[src/hdl/pese_pkg.sv]
// Package for the prefix expression stack evaluator.
// Holds stack depth, action and status codes, and transaction payload structs.
// No dependencies.
package pese_pkg;

  localparam int unsigned StackDepth = 64;
  localparam int unsigned CntW       = $clog2(StackDepth + 1);

  typedef enum logic [2:0] {
    ACT_PUSH = 3'd0,
    ACT_ADD  = 3'd1,
    ACT_SUB  = 3'd2,
    ACT_MUL  = 3'd3,
    ACT_DIV  = 3'd4
  } action_e;

  typedef enum logic [2:0] {
    ST_OK        = 3'd0,
    ST_DIVZERO   = 3'd1,
    ST_UNDERFLOW = 3'd2,
    ST_OVERFLOW  = 3'd3,
    ST_SATURATED = 3'd4
  } status_e;

  typedef struct packed {
    logic [2:0]         action;
    logic signed [31:0] operand;
    logic               last;
  } in_item_t;

  typedef struct packed {
    logic signed [31:0] result;
    logic [2:0]         status;
  } out_item_t;

  // stack shift command shared by all cells
  typedef struct packed {
    logic push;     // shift down, insert at top
    logic pop2;     // shift up by two
    logic replace;  // with pop2: top becomes new value
    logic clear;
  } stk_cmd_t;

endpackage

[src/hdl/pese_alu.sv]
// Q16.16 arithmetic for the evaluator: add/sub, registered multiply, serial divide.
// Depends on pese_pkg.
module pese_alu (
  input  logic               clk_i,
  input  logic               rst_ni,
  input  logic               start_i,
  input  logic [2:0]         op_i,
  input  logic signed [31:0] a_i,
  input  logic signed [31:0] b_i,
  output logic               done_o,
  output logic signed [31:0] res_o,
  output logic               sat_o,
  output logic               dz_o
);
  import pese_pkg::*;

  typedef enum logic [1:0] {A_IDLE, A_MUL, A_DIV, A_FIN} astate_e;

  astate_e            st_q;
  logic [5:0]         cnt_q;
  logic [47:0]        num_q;   // |a| << 16
  logic [31:0]        den_q;
  logic [48:0]        rem_q;
  logic [47:0]        quo_q;
  logic               neg_q;
  logic signed [63:0] prod_q;
  logic               done_q, sat_q, dz_q;
  logic signed [31:0] res_q;

  logic signed [32:0] sum;
  logic signed [63:0] pq;
  logic signed [64:0] sq;
  logic [48:0]        rsh;
  logic [48:0]        rsub;

  assign sum = (op_i == ACT_SUB) ? (33'(a_i) - 33'(b_i)) : (33'(a_i) + 33'(b_i));
  // truncate toward zero on /65536
  assign pq  = (prod_q < 0) ? -((-prod_q) >>> 16) : (prod_q >>> 16);
  assign rsh = {rem_q[47:0], num_q[47]};
  assign rsub = rsh - {17'd0, den_q};
  assign sq  = neg_q ? -$signed({17'd0, quo_q}) : $signed({17'd0, quo_q});

  always_ff @(posedge clk_i or negedge rst_ni) begin
    if (!rst_ni) begin
      st_q   <= A_IDLE;
      done_q <= 1'b0;
    end else begin
      done_q <= 1'b0;
      case (st_q)
        A_IDLE: begin
          if (start_i) begin
            dz_q <= 1'b0;
            sat_q <= 1'b0;
            if (op_i == ACT_MUL) begin
              prod_q <= 64'(a_i) * 64'(b_i);
              st_q   <= A_MUL;
            end else if (op_i == ACT_DIV) begin
              if (b_i == 32'sd0) begin
                res_q  <= '0;
                dz_q   <= 1'b1;
                done_q <= 1'b1;
              end else begin
                num_q <= {(a_i[31] ? 32'(-a_i) : 32'(a_i)), 16'd0};
                den_q <= b_i[31] ? 32'(-b_i) : 32'(b_i);
                neg_q <= a_i[31] ^ b_i[31];
                rem_q <= '0;
                quo_q <= '0;
                cnt_q <= 6'd47;
                st_q  <= A_DIV;
              end
            end else begin
              if (sum > 33'sh0_7FFF_FFFF) begin
                res_q <= 32'sh7FFF_FFFF; sat_q <= 1'b1;
              end else if (sum < -33'sh0_8000_0000) begin
                res_q <= 32'sh8000_0000; sat_q <= 1'b1;
              end else begin
                res_q <= sum[31:0];
              end
              done_q <= 1'b1;
            end
          end
        end
        A_MUL: begin
          if (pq > 64'sh7FFF_FFFF) begin
            res_q <= 32'sh7FFF_FFFF; sat_q <= 1'b1;
          end else if (pq < -64'sh8000_0000) begin
            res_q <= 32'sh8000_0000; sat_q <= 1'b1;
          end else begin
            res_q <= pq[31:0];
          end
          done_q <= 1'b1;
          st_q   <= A_IDLE;
        end
        A_DIV: begin
          // restoring divide, one quotient bit per cycle
          num_q <= {num_q[46:0], 1'b0};
          if (!rsub[48]) begin
            rem_q <= rsub;
            quo_q <= {quo_q[46:0], 1'b1};
          end else begin
            rem_q <= rsh;
            quo_q <= {quo_q[46:0], 1'b0};
          end
          if (cnt_q == 6'd0) st_q <= A_FIN;
          else cnt_q <= cnt_q - 6'd1;
        end
        A_FIN: begin
          if (sq > 65'sh7FFF_FFFF) begin
            res_q <= 32'sh7FFF_FFFF; sat_q <= 1'b1;
          end else if (sq < -65'sh8000_0000) begin
            res_q <= 32'sh8000_0000; sat_q <= 1'b1;
          end else begin
            res_q <= sq[31:0];
          end
          done_q <= 1'b1;
          st_q   <= A_IDLE;
        end
        default: st_q <= A_IDLE;
      endcase
    end
  end

  assign done_o = done_q;
  assign res_o  = res_q;
  assign sat_o  = sat_q;
  assign dz_o   = dz_q;
endmodule

[config.mk]
export PLATFORM = sky130hd
export DESIGN_NAME = pese_alu
export DESIGN_NICKNAME = d
export VERILOG_FILES = /design/src/hdl/pese_pkg.sv /design/src/hdl/pese_alu.sv
export SDC_FILE = /design/constraint.sdc
export NUM_CORES = 2
export LEC_CHECK = 0
export BUFFER_PORTS_ARGS = -buffer_cell sky130_fd_sc_hd__buf_4
export CAP_MARGIN = 20
export CORE_ASPECT_RATIO = 1.4
export CORE_MARGIN = 2
export CORE_UTILIZATION = 35
export DETAILED_ROUTE_END_ITERATION = 12
export GPL_TIMING_DRIVEN = 0
export HOLD_SLACK_MARGIN = 0.15
export PLACE_DENSITY = 0.49
export SYNTH_ARGS = -nofsm -noshare
export SYNTH_HDL_FRONTEND = slang
export SYNTH_SLANG_ARGS = --single-unit
[constraint.sdc]
create_clock -name clk_i -period 15.7 [get_ports clk_i]
set_input_delay 1.57 -clock clk_i [delete_from_list [all_inputs] [get_ports clk_i]]
set_output_delay 1.57 -clock clk_i [all_outputs]
set_load 0.005 [all_outputs]
======== After elaboration in Yosys (flattened, before gate mapping) ========
Cells that the tools add are included.
word-level totals
  register bits after elaboration ......... 284
  bits in read-only memories .............. 0
  memory bits (writable) .................. 0
  bits in latches ......................... 0
  logic and storage cells ................. 126
  memories kept ........................... 0
operators by class
  reduce and logical (&&, ||, !) cells .... 15
  divide/modulo/power cells ............... 0
  bitwise gates (word level) .............. 4
  equal/unequal tests ..................... 17
  multiply operators ...................... 1
  shift-type cells ........................ 0
  add/sub/neg operators ................... 9
  muxes and demuxes ....................... 60
  $lt $le $gt $ge ......................... 7
operators by type and width
  kind                                                  count
  two-way mux 48 bit                                    13
  two-way mux 32 bit                                    11
  case mux 48 bit (2 select lines)                      3
  case mux 32 bit (3 select lines)                      1
  > comparator 65 x 32 -> 1 bit, second input constant  1
  < comparator 65 x 32 -> 1 bit, second input constant  1
  two-way mux 65 bit                                    1
  negation 48 -> 65 bit                                 1
  > comparator 64 x 32 -> 1 bit, second input constant  1
  < comparator 64 x 1 -> 1 bit, second input constant   1
  < comparator 64 x 32 -> 1 bit, second input constant  1
  multiplier 32 x 32 -> 64 bit                          1
  two-way mux 64 bit                                    1
  negation 32 bit                                       2
  negation 48 -> 64 bit                                 1
  negation 64 bit                                       1
  subtractor 49 x 32 -> 49 bit                          1
  adder 32 x 32 -> 33 bit                               1
  > comparator 33 x 32 -> 1 bit, second input constant  1
  < comparator 33 x 32 -> 1 bit, second input constant  1
  two-way mux 33 bit                                    1
  subtractor 32 x 32 -> 33 bit                          1
  logical NOT 32 bit                                    1
  two-way mux 31 bit                                    1
  26 further kinds                                      64

======== Logic depth before layout (Yosys ltp) ========
  depth after elaboration ................. 9
  depth in mapped cells ................... 32

======== Worst setup path after synthesis ========
Ideal clock, no wire load.
  path kind ............................... in2reg
  start point ............................. input port b_i[0]
  end point ............................... register cnt_q[0] (enable)
  arrival time ............................ 13490 ps
  stages on the path ...................... 14
  path buffers ............................ 2
  slack ................................... 1878 ps
  path through ............................ clkbuf_1 inv_1 ha_1 nor3b_1 nand2_1 or3_1 clkbuf_1 nand2b_1 or3_1 o21ai_0 inv_1 a21oi_1 nor3b_1 and2_1
on the way
  word-level cells in the longest chain between the ends .. 3
ends and longest elaborated chain
  item                                    RTL line         text
  start, declared                         pese_alu.sv:9    input logic signed [31:0] b_i,
  logical NOT 32 bit                      pese_alu.sv:58   if (b_i == 32'sd0) begin
  inequality test 2 bit (no source line)  -
  AND reduction 7 bit (no source line)    -
  end signal, assigned                    pese_alu.sv:105  else cnt_q <= cnt_q - 6'd1;
  end, declared                           pese_alu.sv:20   logic [5:0] cnt_q;
Every way passes these cells.
A chain may end at the register's enable or synchronous reset.

======== Worst setup path after layout ========
  start point ............................. input port a_i[31]
  end point ............................... register prod_q[60] (data pin)
on the way
  word-level cells in the longest chain between the ends .. 1
ends and longest elaborated chain
  item                          RTL line        text
  start, declared               pese_alu.sv:8   input logic signed [31:0] a_i,
  multiplier 32 x 32 -> 64 bit  pese_alu.sv:55  prod_q <= 64'(a_i) * 64'(b_i);
  end signal, assigned          pese_alu.sv:55
  end, declared                 pese_alu.sv:26  logic signed [63:0] prod_q;
Every way passes these cells.

==> results.py <==
metrics = {
    "logic_synthesis": {
        "synth_area_leaders": "fa_1 (38%), edfxtp_1 (14%), inv_1 (8.1%)",
        "synth_cell_types": 83,
        "synth_top_area_cell": "fa_1",
        "synth.top_cell.area_share_pct": 38.48,
        "yosys_register_bits": 268,
        "postSynthAreaPerCell_sq_um": 9.096,
        "synth-main-ff-cell": "edfxtp_1",
        "synth_nets": 7610,
        "synth_common_cells": "inv_1 (1222), fa_1 (1084), nand2_1 (749)",
        "synth_enable_flop_cells": 265,
        "async_flop_share_pct": 1.119,
        "synth_area_sq_mm": 0.05640,
        "ys_warn_count": 0,
        "synthCells": 6200,
        "yosys.cell_count.top_type": "inv_1",
        "synth-seq-area-share_pct": 14.24,
    },
    "die": {
        "core-area_sq_mm": 0.1602,
        "ios": 105,
        "die_h_um": 479.0,
        "rows": 174,
        "dieArea_sq_mm": 0.1644,
        "die_x_um": 343.3,
        "start_util_pct": 35.20,
    },
    "worst_setup_path": {
        "cp_max_fo": 10,
        "cpPeakStageDelay_ns": 1.01,
        "cp.arrival_ns": 12.32,
        "slowest_stage": "fa_1",
        "worst_setup_path_start_kind": "input pin",
        "worst_setup_path_end_kind": "flip-flop",
        "cp.required_ns": 16.05,
        "cp_common_cell": "fa_1",
        "critical_path_class": "input pin to flip-flop",
    },
    "timing": {
        "maxSlewHeadroom_pct": 16.70,
        "min_period_over_period_pct": 76.24,
        "setup_viol": 0,
        "hold_viol": 0,
        "drv_slew": 0,
        "min_period_ns": 11.97,
        "rsz0062_at_grt": "no",
        "finalSetupTns_ns": 0,
        "worst_pin_slew_ns": 1.249,
        "skew_ns": 0.01732,
        "timing.hold.ws_ns": 0.5289,
        "timing.fmax_mhz": 83.54,
    },
    "placement": {
        "port_buffers": 82,
        "routabilityCongestion": 1.015,
        "dp_cells": 8426,
        "detailed_place_hpwl_mm": 194.8,
        "placed_area_sq_mm": 0.06016,
    },
    "clocking": {
        "htree_levels": 1,
        "cts_tree": "yes",
        "cts_resized": 0,
        "worstSkewPairLatency_ns": 0.62,
        "path_clk_slew_ns": 0.07,
        "cts-buffers-inserted": 30,
        "post_cts_buffers": 0,
        "cts-hold-fix-buffers": 0,
        "root_buffer": "clkbuf_16",
        "clk_path_buf_depth": 3,
        "cts.sinks": 268,
    },
    "detailed_routing": {
        "initialDrtViolationCount": 3091,
        "drc": 0,
        "wl_per_cell_um": 27.33,
        "postRouteAntennaNets": 0,
        "vias_per_cell": 5.273,
        "drt-total-wl_mm": 232.1,
        "vias": 44780,
        "drt_pre_antenna_iters": 5,
    },
    "finish": {
        "drive_gt1_share_pct": 3.454,
        "area_growth_pct": 8.499,
        "nFillCells": 16630,
        "fin_nets": 7758,
        "final-instance-count-excl-fill": 8492,
        "final_area_sq_mm": 0.06119,
    },
    "global_route": {
        "grt_max_degree": 37,
        "grt.overflow.total": 0,
        "track_usage_pct": 28.60,
        "antenna_found_initial": 32,
        "grt_pass1_wl_mm": 335.1,
        "grt_pass1_vias": 48030,
    },
    "run": {
        "maxCapViolCount": 0,
    },
    "worst_hold_path": {
        "min_path_type": "flip-flop to flip-flop",
    },
    "status": {
        "status": "finished, final reports clean",
    },
}
==> critical path, delay by kind of cell <==
kind,cells,cell delay [ns]
compound gates,4,1.47
xor+xnor,1,0.18
fa+ha+maj,9,5.29
buf+inv,11,2.88
simple gates,6,0.90
==> state kept, by name (all words and copies together), names as in the netlist <==
| register | flops |
|---|---|
| prod_q | 64 |
| quo_q | 48 |
| rem_q | 48 |
| den_q | 32 |
| num_q | 32 |
| res_o | 32 |
| cnt_q | 6 |
| st_q | 2 |
| done_o | 1 |
| dz_o | 1 |
| neg_q | 1 |
| sat_o | 1 |
==> worst paths after layout <==
path / to / startpoint / slack, ns / depth (start not counted)
min in group asynchronous: done_o / rst_ni / 0.74 / 1
max in group asynchronous: st_q[1] / rst_ni / 14.84 / 1
worst max register to register: res_o[13] / prod_q[15] / 8.05 / 21
worst min register to register: num_q[46] / num_q[45] / 0.53 / 2
worst max-delay path: prod_q[60] / a_i[31] / 3.73 / 31
worst min-delay path: num_q[46] / num_q[45] / 0.53 / 2
==> layout by cell type (no fill, tap or decap), drive strengths merged, types with 63 or more instances in the layout <==
master and n:
nand2 749, xor2 151, edfxtp 265, xnor2 144, fa 1084, ha 256, a21oi 165, nor2 201
inv 1226, nor3 63, and2 563, o21ai 170, nand3 68, buf 156, clkbuf 347
==> layout make-up <==
class                   instances  area [sq um]  share of cell area (%)
clock inverters                21         221.5                  0.3619
inverters                    1224          4594                   7.508
plain buffers                 355          1381                   2.257
diodes                         11         27.53                 0.04499
repair buffers                116          1121                   1.832
flip-flops and latches        268          8033                   13.13
clock buffers                  32         758.2                   1.239
well taps                    2112          2643                   4.319
multi-input cells            4353         42410                   69.31
==> layer usage <==
metal / wire length (um) / vias up / track usage [%]
met2: 113200 / 1563 / 48.58
met3: 11470 / 559 / 2.922
met5: 59 / - / 0
met1: 83050 / 23070 / 32.38
met4: 24350 / 8 / 23.71
li1: - / 19570 / -
==> kinds of logic (layout without fill, tap and decap cells) <==
group | count (synthesis) | count (layout) | synth area share [%]
AO/OA/AOI/OAI | 711 | 711 | 8.247
XOR/XNOR | 295 | 295 | 4.581
adder cells (fa/ha/maj) | 1340 | 1340 | 44.16
buffers and inverters | 1579 | 1748 | 10.59
flip-flops | 268 | 268 | 14.24
multiplexers | 19 | 19 | 0.3417
other | 0 | 11 | 0
AND/OR/NAND/NOR | 1988 | 1988 | 17.84
==> metrics by stage <==
step           setup WS [ns]  util (%)
6_report               3.730     38.19
5_1_grt                3.271     38.17
4_1_cts                3.839     38.15
3_5_place_dp           3.190     37.54
3_3_place_gp          -6.709     37.23
2_1_floorplan          1.878         -
Power is not shown: default switching activity piles up to over one toggle a cycle in this logic, so the estimate is an artifact.
