<file path="src/hdl/pese_pkg.sv">
// Package for the prefix expression stack evaluator.
// Holds stack depth, action and status codes, and transaction payload structs.
// No dependencies.
package pese_pkg;

  localparam int unsigned StackDepth = 64;
  localparam int unsigned CntW       = $clog2(StackDepth + 1);

  typedef enum logic [2:0] {
    ACT_PUSH = 3'd0,
    ACT_ADD  = 3'd1,
    ACT_SUB  = 3'd2,
    ACT_MUL  = 3'd3,
    ACT_DIV  = 3'd4
  } action_e;

  typedef enum logic [2:0] {
    ST_OK        = 3'd0,
    ST_DIVZERO   = 3'd1,
    ST_UNDERFLOW = 3'd2,
    ST_OVERFLOW  = 3'd3,
    ST_SATURATED = 3'd4
  } status_e;

  typedef struct packed {
    logic [2:0]         action;
    logic signed [31:0] operand;
    logic               last;
  } in_item_t;

  typedef struct packed {
    logic signed [31:0] result;
    logic [2:0]         status;
  } out_item_t;

  // stack shift command shared by all cells
  typedef struct packed {
    logic push;     // shift down, insert at top
    logic pop2;     // shift up by two
    logic replace;  // with pop2: top becomes new value
    logic clear;
  } stk_cmd_t;

endpackage

</file>
<file path="src/hdl/pese_cell.sv">
// One stack cell of the evaluator: holds one value, shifts with neighbors.
// Depends on pese_pkg.
module pese_cell (
  input  logic                  clk_i,
  input  pese_pkg::stk_cmd_t    cmd_i,
  input  logic signed [31:0]    above_i,   // toward top (or new value for top cell)
  input  logic signed [31:0]    below1_i,  // next deeper cell
  input  logic signed [31:0]    below2_i,  // two deeper
  input  logic                  is_top_i,
  output logic signed [31:0]    val_o
);
  import pese_pkg::*;

  logic signed [31:0] val_q, val_d;

  always_comb begin
    val_d = val_q;
    if (cmd_i.push) begin
      val_d = above_i;
    end else if (cmd_i.pop2) begin
      // replace: top gets new value, others pull up by one
      if (cmd_i.replace && is_top_i) val_d = above_i;
      else if (cmd_i.replace)        val_d = below1_i;
      else                           val_d = below2_i;
    end
  end

  always_ff @(posedge clk_i) begin
    val_q <= val_d;
  end

  assign val_o = val_q;
endmodule

</file>
<file path="config.mk">
export PLATFORM = sky130hd
export DESIGN_NAME = pese_cell
export DESIGN_NICKNAME = d
export VERILOG_FILES = /design/src/hdl/pese_pkg.sv /design/src/hdl/pese_cell.sv
export SDC_FILE = /design/constraint.sdc
export NUM_CORES = 1
export LEC_CHECK = 0
export ABC_AREA = 1
export BUFFER_PORTS_ARGS = -buffer_cell sky130_fd_sc_hd__buf_2
export CAP_MARGIN = 20
export CORE_ASPECT_RATIO = 0.8
export CORE_MARGIN = 5
export CORE_UTILIZATION = 35
export DETAILED_ROUTE_END_ITERATION = 12
export PLACE_DENSITY_LB_ADDON = 0.08
export SYNTH_ARGS = -nofsm -noshare
export SYNTH_HDL_FRONTEND = slang
export SYNTH_SLANG_ARGS = --single-unit
</file>
<file path="constraint.sdc">
create_clock -name clk_i -period 2.17 [get_ports clk_i]
set_clock_uncertainty 0.2 [all_clocks]
set_input_delay 0.434 -clock clk_i [delete_from_list [all_inputs] [get_ports clk_i]]
set_output_delay 0.434 -clock clk_i [all_outputs]
set_load 0.05 [all_outputs]
</file>
=== Yosys cells after proc, flatten, opt, wreduce, memory -nomap -nowiden ===
Index checks and enable logic that the tools add are counted.

* Logic and storage cells: 7
* Register bits after elaboration: 32
* Input port bits: 102

* Reduce and logical (&&, ||, !) cells: 2
* Mux-type cells: 4

{| class="wikitable"
|+ Operator list
! operator !! number
|-
| $mux 32 || 4
|-
| $reduce_bool 2->1 || 1
|-
| $logic_and 1x1->1 || 1
|}

=== Longest topological paths before layout ===
Gate-level depths: netlist of run 1.

* Depth after elaboration: 4
* Mapped depth: 7
* Depth with buffers taken out: 5

=== Least setup slack after synthesis of run 1 ===
OpenSTA, ideal clock, no wires.

* Path kind: input-to-reg
* Start: input port cmd_i[3] in the netlist's numbering
* End: register val_q[0], in the netlist val_o[0] (enable)
* Path buffers: 0
* Slack: 0.695 ns
* Stages: 1
* Arrival: 0.945 ns
* Library setup time: 0.330 ns
* Cell sequence: or2_2

* Word-level cells in the longest chain between the ends: 1

{| class="wikitable"
|+ Ends and longest elaborated chain
! what !! RTL line !! RTL
|-
| start, declared || pese_cell.sv:5 || <nowiki>input pese_pkg::stk_cmd_t cmd_i,</nowiki>
|-
| $reduce_bool 2->1 (no line) || -- ||
|-
| end signal, assigned || pese_cell.sv:29 || <nowiki>val_q <= val_d;</nowiki>
|-
| end, declared || pese_cell.sv:14 || <nowiki>logic signed [31:0] val_q, val_d;</nowiki>
|}

No other way between the ends.
A chain may end at the register's enable or synchronous reset.

=== Worst setup path after layout of run 1 ===
* Start: input port cmd_i[1] in the netlist's numbering
* End: register val_q[6], in the netlist val_o[6], data pin

* Word-level cells in the longest chain between the ends: 4
* Elaborated cells between the ends (all ways): 5
* Classes of those cells: mux: 4; reduce/logical: 1

{| class="wikitable"
|+ Ends and longest elaborated chain
! what !! RTL line !! RTL
|-
| $mux 32 or $logic_and 1x1->1 (tied branches) || pese_cell.sv:23, pese_cell.sv:22 ||
|-
| $mux 32 * || pese_cell.sv:22 || <nowiki>if (cmd_i.replace && is_top_i) val_d = above_i;</nowiki>
|-
| $mux 32 * || pese_cell.sv:20 || <nowiki>end else if (cmd_i.pop2) begin</nowiki>
|-
| $mux 32 * || pese_cell.sv:18 || <nowiki>if (cmd_i.push) begin</nowiki>
|-
| net val_d[6] || pese_cell.sv:14 ||
|}

The timed path passes the listed nets; every way through them passes the cells marked *. The select of a mux whose other input is x is not followed.

==> reports/metrics.csv, run 1 <==
stage,metric,value,unit
yosys,yosysTopAreaCell,edfxtp_1,
worst_setup_path,path_class,in -> reg,
place,io_buffers,132,
yosys,ys_types,10,
clock_network,cts_max_level,2,
job,cap_violations,0,
drt,drt_iter0_drc,73,
clock_network,root_buffer,clkbuf_8,
worst_hold_path,hold_class,in -> reg,
yosys,netlist.area_leader.share,51.9,%
power_and_ir_drop,p_sw,656,µW
global_route,grt.overflow.total,0,
sta,timing.final.crit_share,70.1,%
yosys,synthTopCellsByArea,"edfxtp_1 (52%), nand2_1 (39%), buf_6 (6.1%)",
worst_setup_path,crit_top_cell,nand2_1,
worst_setup_path,path_cells,buf_2 > a21oi_4 > nand2_1 > nand2_1,
clock_network,cts-resized-gates,0,
sta,setup_ws,0.649,ns
power_and_ir_drop,p_comb_share,30.7,%
yosys,syn_area_per_cell,7.62,µm²
clock_network,cts.sinks,32,
finish,largest_register_ffs,32,
global_route,grtUsageTotal,15.0,%
floorplanning,initial_core_util,36.6,%
clock_network,cts_hold_buf,0,
finish,insertedDiodeCount,0,
finish,drive_gt1_share,39.3,%
place,pre_cts_ws,0.343,ns
global_route,grt_pass1_vias,1826,
drt,post-route-drc-count,0,
floorplanning,fp.dieH,75.1,µm
drt,avgRoutedWirePerCell,11.9,µm
yosys,synth_nets,345,
floorplanning,fp.dieW,91.3,µm
worst_setup_path,start_kind,primary input,
worst_setup_path,critPathCaptureType,register,
floorplanning,core-area,5060,µm²
drt,drt-pass1-iter-count,4,
drt,ant_nets,0,
finish,syn_to_final_growth,40.3,%
sta,rsz0062_at_grt,false,
clock_network,cts_setup_buffers,0,
yosys,synthArstFlopShare,0,%
yosys,synth_edf_count,32,
floorplanning,io_pins,134,
drt,routed_wl,5190,µm
sta,slew_headroom,45.0,%
worst_setup_path,crit_path_max_fanout,32,
worst_setup_path,path_buf_inv,1,
finish,final_nets,475,
drt,vias,1845,
clock_network,cts_tree,built,
place,dp_hpwl,3900,µm
yosys,ys_seq_area_share,51.9,%
worst_setup_path,crit_arrival,1.46,ns
power_and_ir_drop,seqPwrFrac,40.7,%
power_and_ir_drop,p_sw_share,34.0,%
global_route,grt_pass1_wl,8180,µm
global_route,grt_max_degree,33,
worst_setup_path,required,2.11,ns
yosys,yosys_warnings,0,
power_and_ir_drop,pwr_density_cell,743,nW/µm²
power_and_ir_drop,pwr-share-clk,28.7,%
sta,slew_violations,0,
sta,hold_viol,0,
sta,tns,0,ns
floorplanning,die-area,6850,µm²
global_route,antenna_found_initial,0,
clock_network,cts_inserted_buffers,5,
sta,setup_viol,0,
power_and_ir_drop,intPower,1270,µW
worst_hold_path,hold_path_startpoint,above_i[29],
drt,via_per_inst,4.23,
outcome,status,finished clean,
clock_network,cts_buffer_depth,2,
worst_setup_path,max_stage_delay,0.66,ns
finish,fin_util,51.3,%
sta,fmax,0.657,GHz
yosys,ys_ff_latch,32,
worst_setup_path,critPathSlowestCell,a21oi_4,
finish,regArea,961,µm²
yosys,synth_most_common_cell,nand2_1,
power_and_ir_drop,vdd_drop_max,391,µV
yosys,synth_cells,243,
worst_setup_path,crit_start,cmd_i[1],
place,place.gp.congestion,0.732,
finish,multi_input_area,753,µm²
yosys,netlist_area,1850,µm²
yosys,synth_common_cells,"nand2_1 (193), edfxtp_1 (32), buf_6 (10)",
yosys,synthFlopType,edfxtp_1,
clock_network,clkTransAtPathRegs,0.07,ns
floorplanning,fp-row-count,23,
sta,fin_crit,1.52,ns
sta,tightest_slew,0.823,ns
power_and_ir_drop,p_leak,0.00151,µW
finish,nFillCells,519,
power_and_ir_drop,power.total,1930,µW
worst_setup_path,crit_family,compound AO/OA/AOI/OAI gates,
==> power groups by stage <==
stage / Sequential (µW) / Combinational, µW / Clock, µW
floorplan: 1070 / 154 / 0
global placement: 797 / 596 / 0
detailed placement: 798 / 600 / 0
CTS: 786 / 600 / 575
global route: 794 / 642 / 597
finish: 785 / 592 / 553
==> layout make-up <==
cell class,instances,share of cell area [%]
clock buffers,6,2.79
clock inverters,2,1.35
inverters,2,0.289
well taps,62,2.99
multi-input cells,196,29.0
flip-flops and latches,32,37.0
repair buffers,136,26.6
==> final timing paths <==
path / endpoint / slack, ns / depth (start not counted)
max: val_o[6]$_DFFE_PP_ / 0.65 / 4
min: val_o[29]$_DFFE_PP_ / 0.23 / 3
==> per-stage QoR <==
step,cells,instance area (µm²),hold slack [ns]
after floorplan,243,1850,0.420
after global placement,428,2490,0.504
after detailed placement,428,2490,0.510
after CTS,436,2600,0.215
after global routing,436,2600,0.213
final,436,2600,0.227
==> cells in the final DEF, fill, tap and decap left out <==
cell and count:
clkbuf_8 5, inv_1 1, nand2_1 193, inv_2 1, clkinv_2 1, buf_2 132
nand2_2 1, bufinv_16 1, clkbuf_1 1, a21oi_4 1, edfxtp_1 32, or2_2 1
buf_4 4
==> kinds of logic after synthesis <==
| family | synth area share, % |
|---|---|
| AO/OA/AOI/OAI | 0.879 |
| buffers and inverters | 7.43 |
| flip-flops | 51.9 |
| AND/OR/NAND/NOR | 39.8 |
==> per-layer routing <==
layer	up-vias	GRT usage [%]	share of wire [%]
met4	0	3.91	0.69
met2	67	25.8	47
met1	769	17.7	42
met5	-	0	0
li1	1007	-	-
met3	2	6.19	10
Power figures use the tool's default switching activity.
==> run 2, diff against run 1 <==
--- a/config.mk
+++ b/config.mk
@@ -5,7 +5,7 @@
 export SDC_FILE = /design/constraint.sdc
 export NUM_CORES = 1
 export LEC_CHECK = 0
-export ABC_AREA = 1
+export ABC_AREA = 0
 export BUFFER_PORTS_ARGS = -buffer_cell sky130_fd_sc_hd__buf_2
 export CAP_MARGIN = 20
 export CORE_ASPECT_RATIO = 0.8
==> constraint.sdc (replaced) <==
create_clock -name clk_i -period 1.55 [get_ports clk_i]
set_clock_uncertainty 0.2 [all_clocks]
set_input_delay 0.31 -clock clk_i [delete_from_list [all_inputs] [get_ports clk_i]]
set_output_delay 0.31 -clock clk_i [all_outputs]
set_load 0.05 [all_outputs]
==> reports/metrics.csv, run 2 <==
stage,metric,value,unit
sta,setup_viol,0,
global_route,antenna_found_initial,0,
finish,insertedDiodeCount,0,
global_route,grtUsageTotal,16.1,%
worst_setup_path,path_class,reg -> out,
worst_setup_path,path_buf_inv,1,
clock_network,clkTransAtPathRegs,0.07,ns
finish,final_nets,420,
clock_network,cts_max_level,2,
sta,slew_headroom,69.6,%
worst_hold_path,hold_class,in -> reg,
yosys,muxShareOfSynthArea,0,%
yosys,ys_seq_area_share,48.8,%
yosys,synthFlopType,edfxtp_1,
place,place.gp.congestion,0.787,
yosys,synthArstFlopShare,0,%
yosys,ys_types,15,
clock_network,cts_inserted_buffers,5,
place,io_buffers,132,
worst_setup_path,critPathCaptureType,output pin,
sta,tightest_slew,0.456,ns
floorplanning,fp.dieW,93.8,µm
power_and_ir_drop,p_leak,0.00136,µW
floorplanning,initial_core_util,36.0,%
global_route,grt_pass1_wl,9260,µm
yosys,synth-compound-area-share,24.4,%
power_and_ir_drop,vdd_drop_max,373,µV
yosys,synth_xor_xnor_area_share,0,%
finish,drive_gt1_share,58.3,%
yosys,synthSimpleGateAreaFrac,15.5,%
yosys,netlist_area,1970,µm²
yosys,synth_cells,181,
worst_setup_path,crit_start,val_o[30]$_DFFE_PP_,
yosys,ys_ff_latch,32,
worst_setup_path,max_stage_delay,0.39,ns
clock_network,root_buffer,clkbuf_8,
sta,rsz0062_at_grt,false,
finish,largest_register_ffs,32,
sta,hold_viol,0,
global_route,grt_max_degree,33,
finish,syn_to_final_growth,48.8,%
sta,hold_ws,0.200,ns
finish,final_cell_mix,"buf_2 (132), inv_1 (32), nor3_1 (32), edfxtp_1 (32), nor2_1 (31)",
worst_setup_path,start_kind,register,
yosys,synth_nets,283,
drt,routed_wl,5880,µm
sta,timing.final.crit_share,90.1,%
drt,via_per_inst,4.61,
drt,drt-pass1-iter-count,4,
floorplanning,fp.dieH,77.1,µm
sta,fmax,0.716,GHz
drt,vias,1829,
yosys,netlist.area_leader.share,48.8,%
yosys,yosys_warnings,0,
worst_setup_path,critPathSlowestCell,edfxtp_1,
finish,final_common_cell,buf_2,
floorplanning,fp-row-count,24,
yosys,synth_top_family_by_area,compound AO/OA/AOI/OAI gates,
yosys,yosys.area_share.adder,0,%
worst_setup_path,required,1.04,ns
sta,slew_violations,0,
global_route,grt.overflow.total,0,
worst_setup_path,crit_arrival,0.89,ns
drt,avgRoutedWirePerCell,14.8,µm
power_and_ir_drop,power.total,2660,µW
outcome,status,finished clean,
yosys,syn_area_per_cell,10.9,µm²
floorplanning,io_pins,134,
clock_network,cts_hold_buf,0,
clock_network,cts.sinks,32,
yosys,yosysTopAreaCell,edfxtp_1,
floorplanning,die-area,7230,µm²
drt,ant_nets,0,
yosys,synthTopCellsByArea,"edfxtp_1 (49%), a221oi_2 (22%), nor3_1 (8.1%)",
clock_network,cts-resized-gates,0,
worst_hold_path,hold_path_startpoint,above_i[6],
worst_setup_path,crit_path_max_fanout,1,
power_and_ir_drop,pwr_density_cell,910,nW/µm²
yosys,synth_common_cells,"edfxtp_1 (32), inv_1 (32), nor3_1 (32)",
drt,drt_iter0_drc,68,
yosys,synth_edf_count,32,
clock_network,cts_buffer_depth,2,
worst_setup_path,crit_family,flip-flops,
clock_network,cts_setup_buffers,0,
sta,fin_crit,1.40,ns
floorplanning,core-area,5470,µm²
place,dp_hpwl,4680,µm
drt,post-route-drc-count,0,
worst_setup_path,path_cells,buf_2,
job,cap_violations,0,
clock_network,cts_tree,built,
global_route,grt_pass1_vias,1913,
## run 2: metrics by stage
stage | setup slack [ns] | TNS (ns) | cells | cell area [µm²] | util [%]
2_1_floorplan | 0.0163 | 0 | 181 | 1970 | -
3_3_place_gp | 0.000214 | 0 | 389 | 2850 | 52.1
3_5_place_dp | -0.0225 | -0.768 | 389 | 2850 | 52.1
4_1_cts | 0.142 | 0 | 397 | 2930 | 53.6
5_1_grt | 0.114 | 0 | 397 | 2930 | 53.6
6_report | 0.154 | 0 | 397 | 2930 | 53.6
## run 2: cell families after synthesis
family                 after synthesis
flip-flops                          32
AO/OA/AOI/OAI                       33
AND/OR/NAND/NOR                     66
buffers and inverters               50
## run 2: final timing paths
path	endpoint	cells past startpoint
max	val_o[30]	1
min	val_o[6]$_DFFE_PP_	3
## run 2: worst min-delay path, stage by stage
cell and delay (ns):
buf_2 0.09, inv_1 0.05, a221oi_2 0.05
## run 2: report_power, final
part           total, µW  internal (µW)  leakage (µW)  switching, µW
Sequential          1100           1080      0.000322           24.7
Clock                607            312     0.0000399            294
Combinational        956            321      0.000998            635
Total               2660           1710       0.00136            954
## run 2: layout make-up
class,count,area (µm²)
timing repair buffer,148,881
fill,553,2540
clock buffer,7,76.3
tap,78,97.6
sequential,32,961
inverter,32,120
multi-input combinational,99,788
clock inverter,1,3.75
## run 2: per-layer routing
metal  vias to the layer above  track usage (%)  wire (µm)
met5                         -                0          0
met4                         0             3.46         32
met3                         4             6.26        567
met2                        75             26.1       2760
met1                       814             20.4       2520
li1                        936                -          -
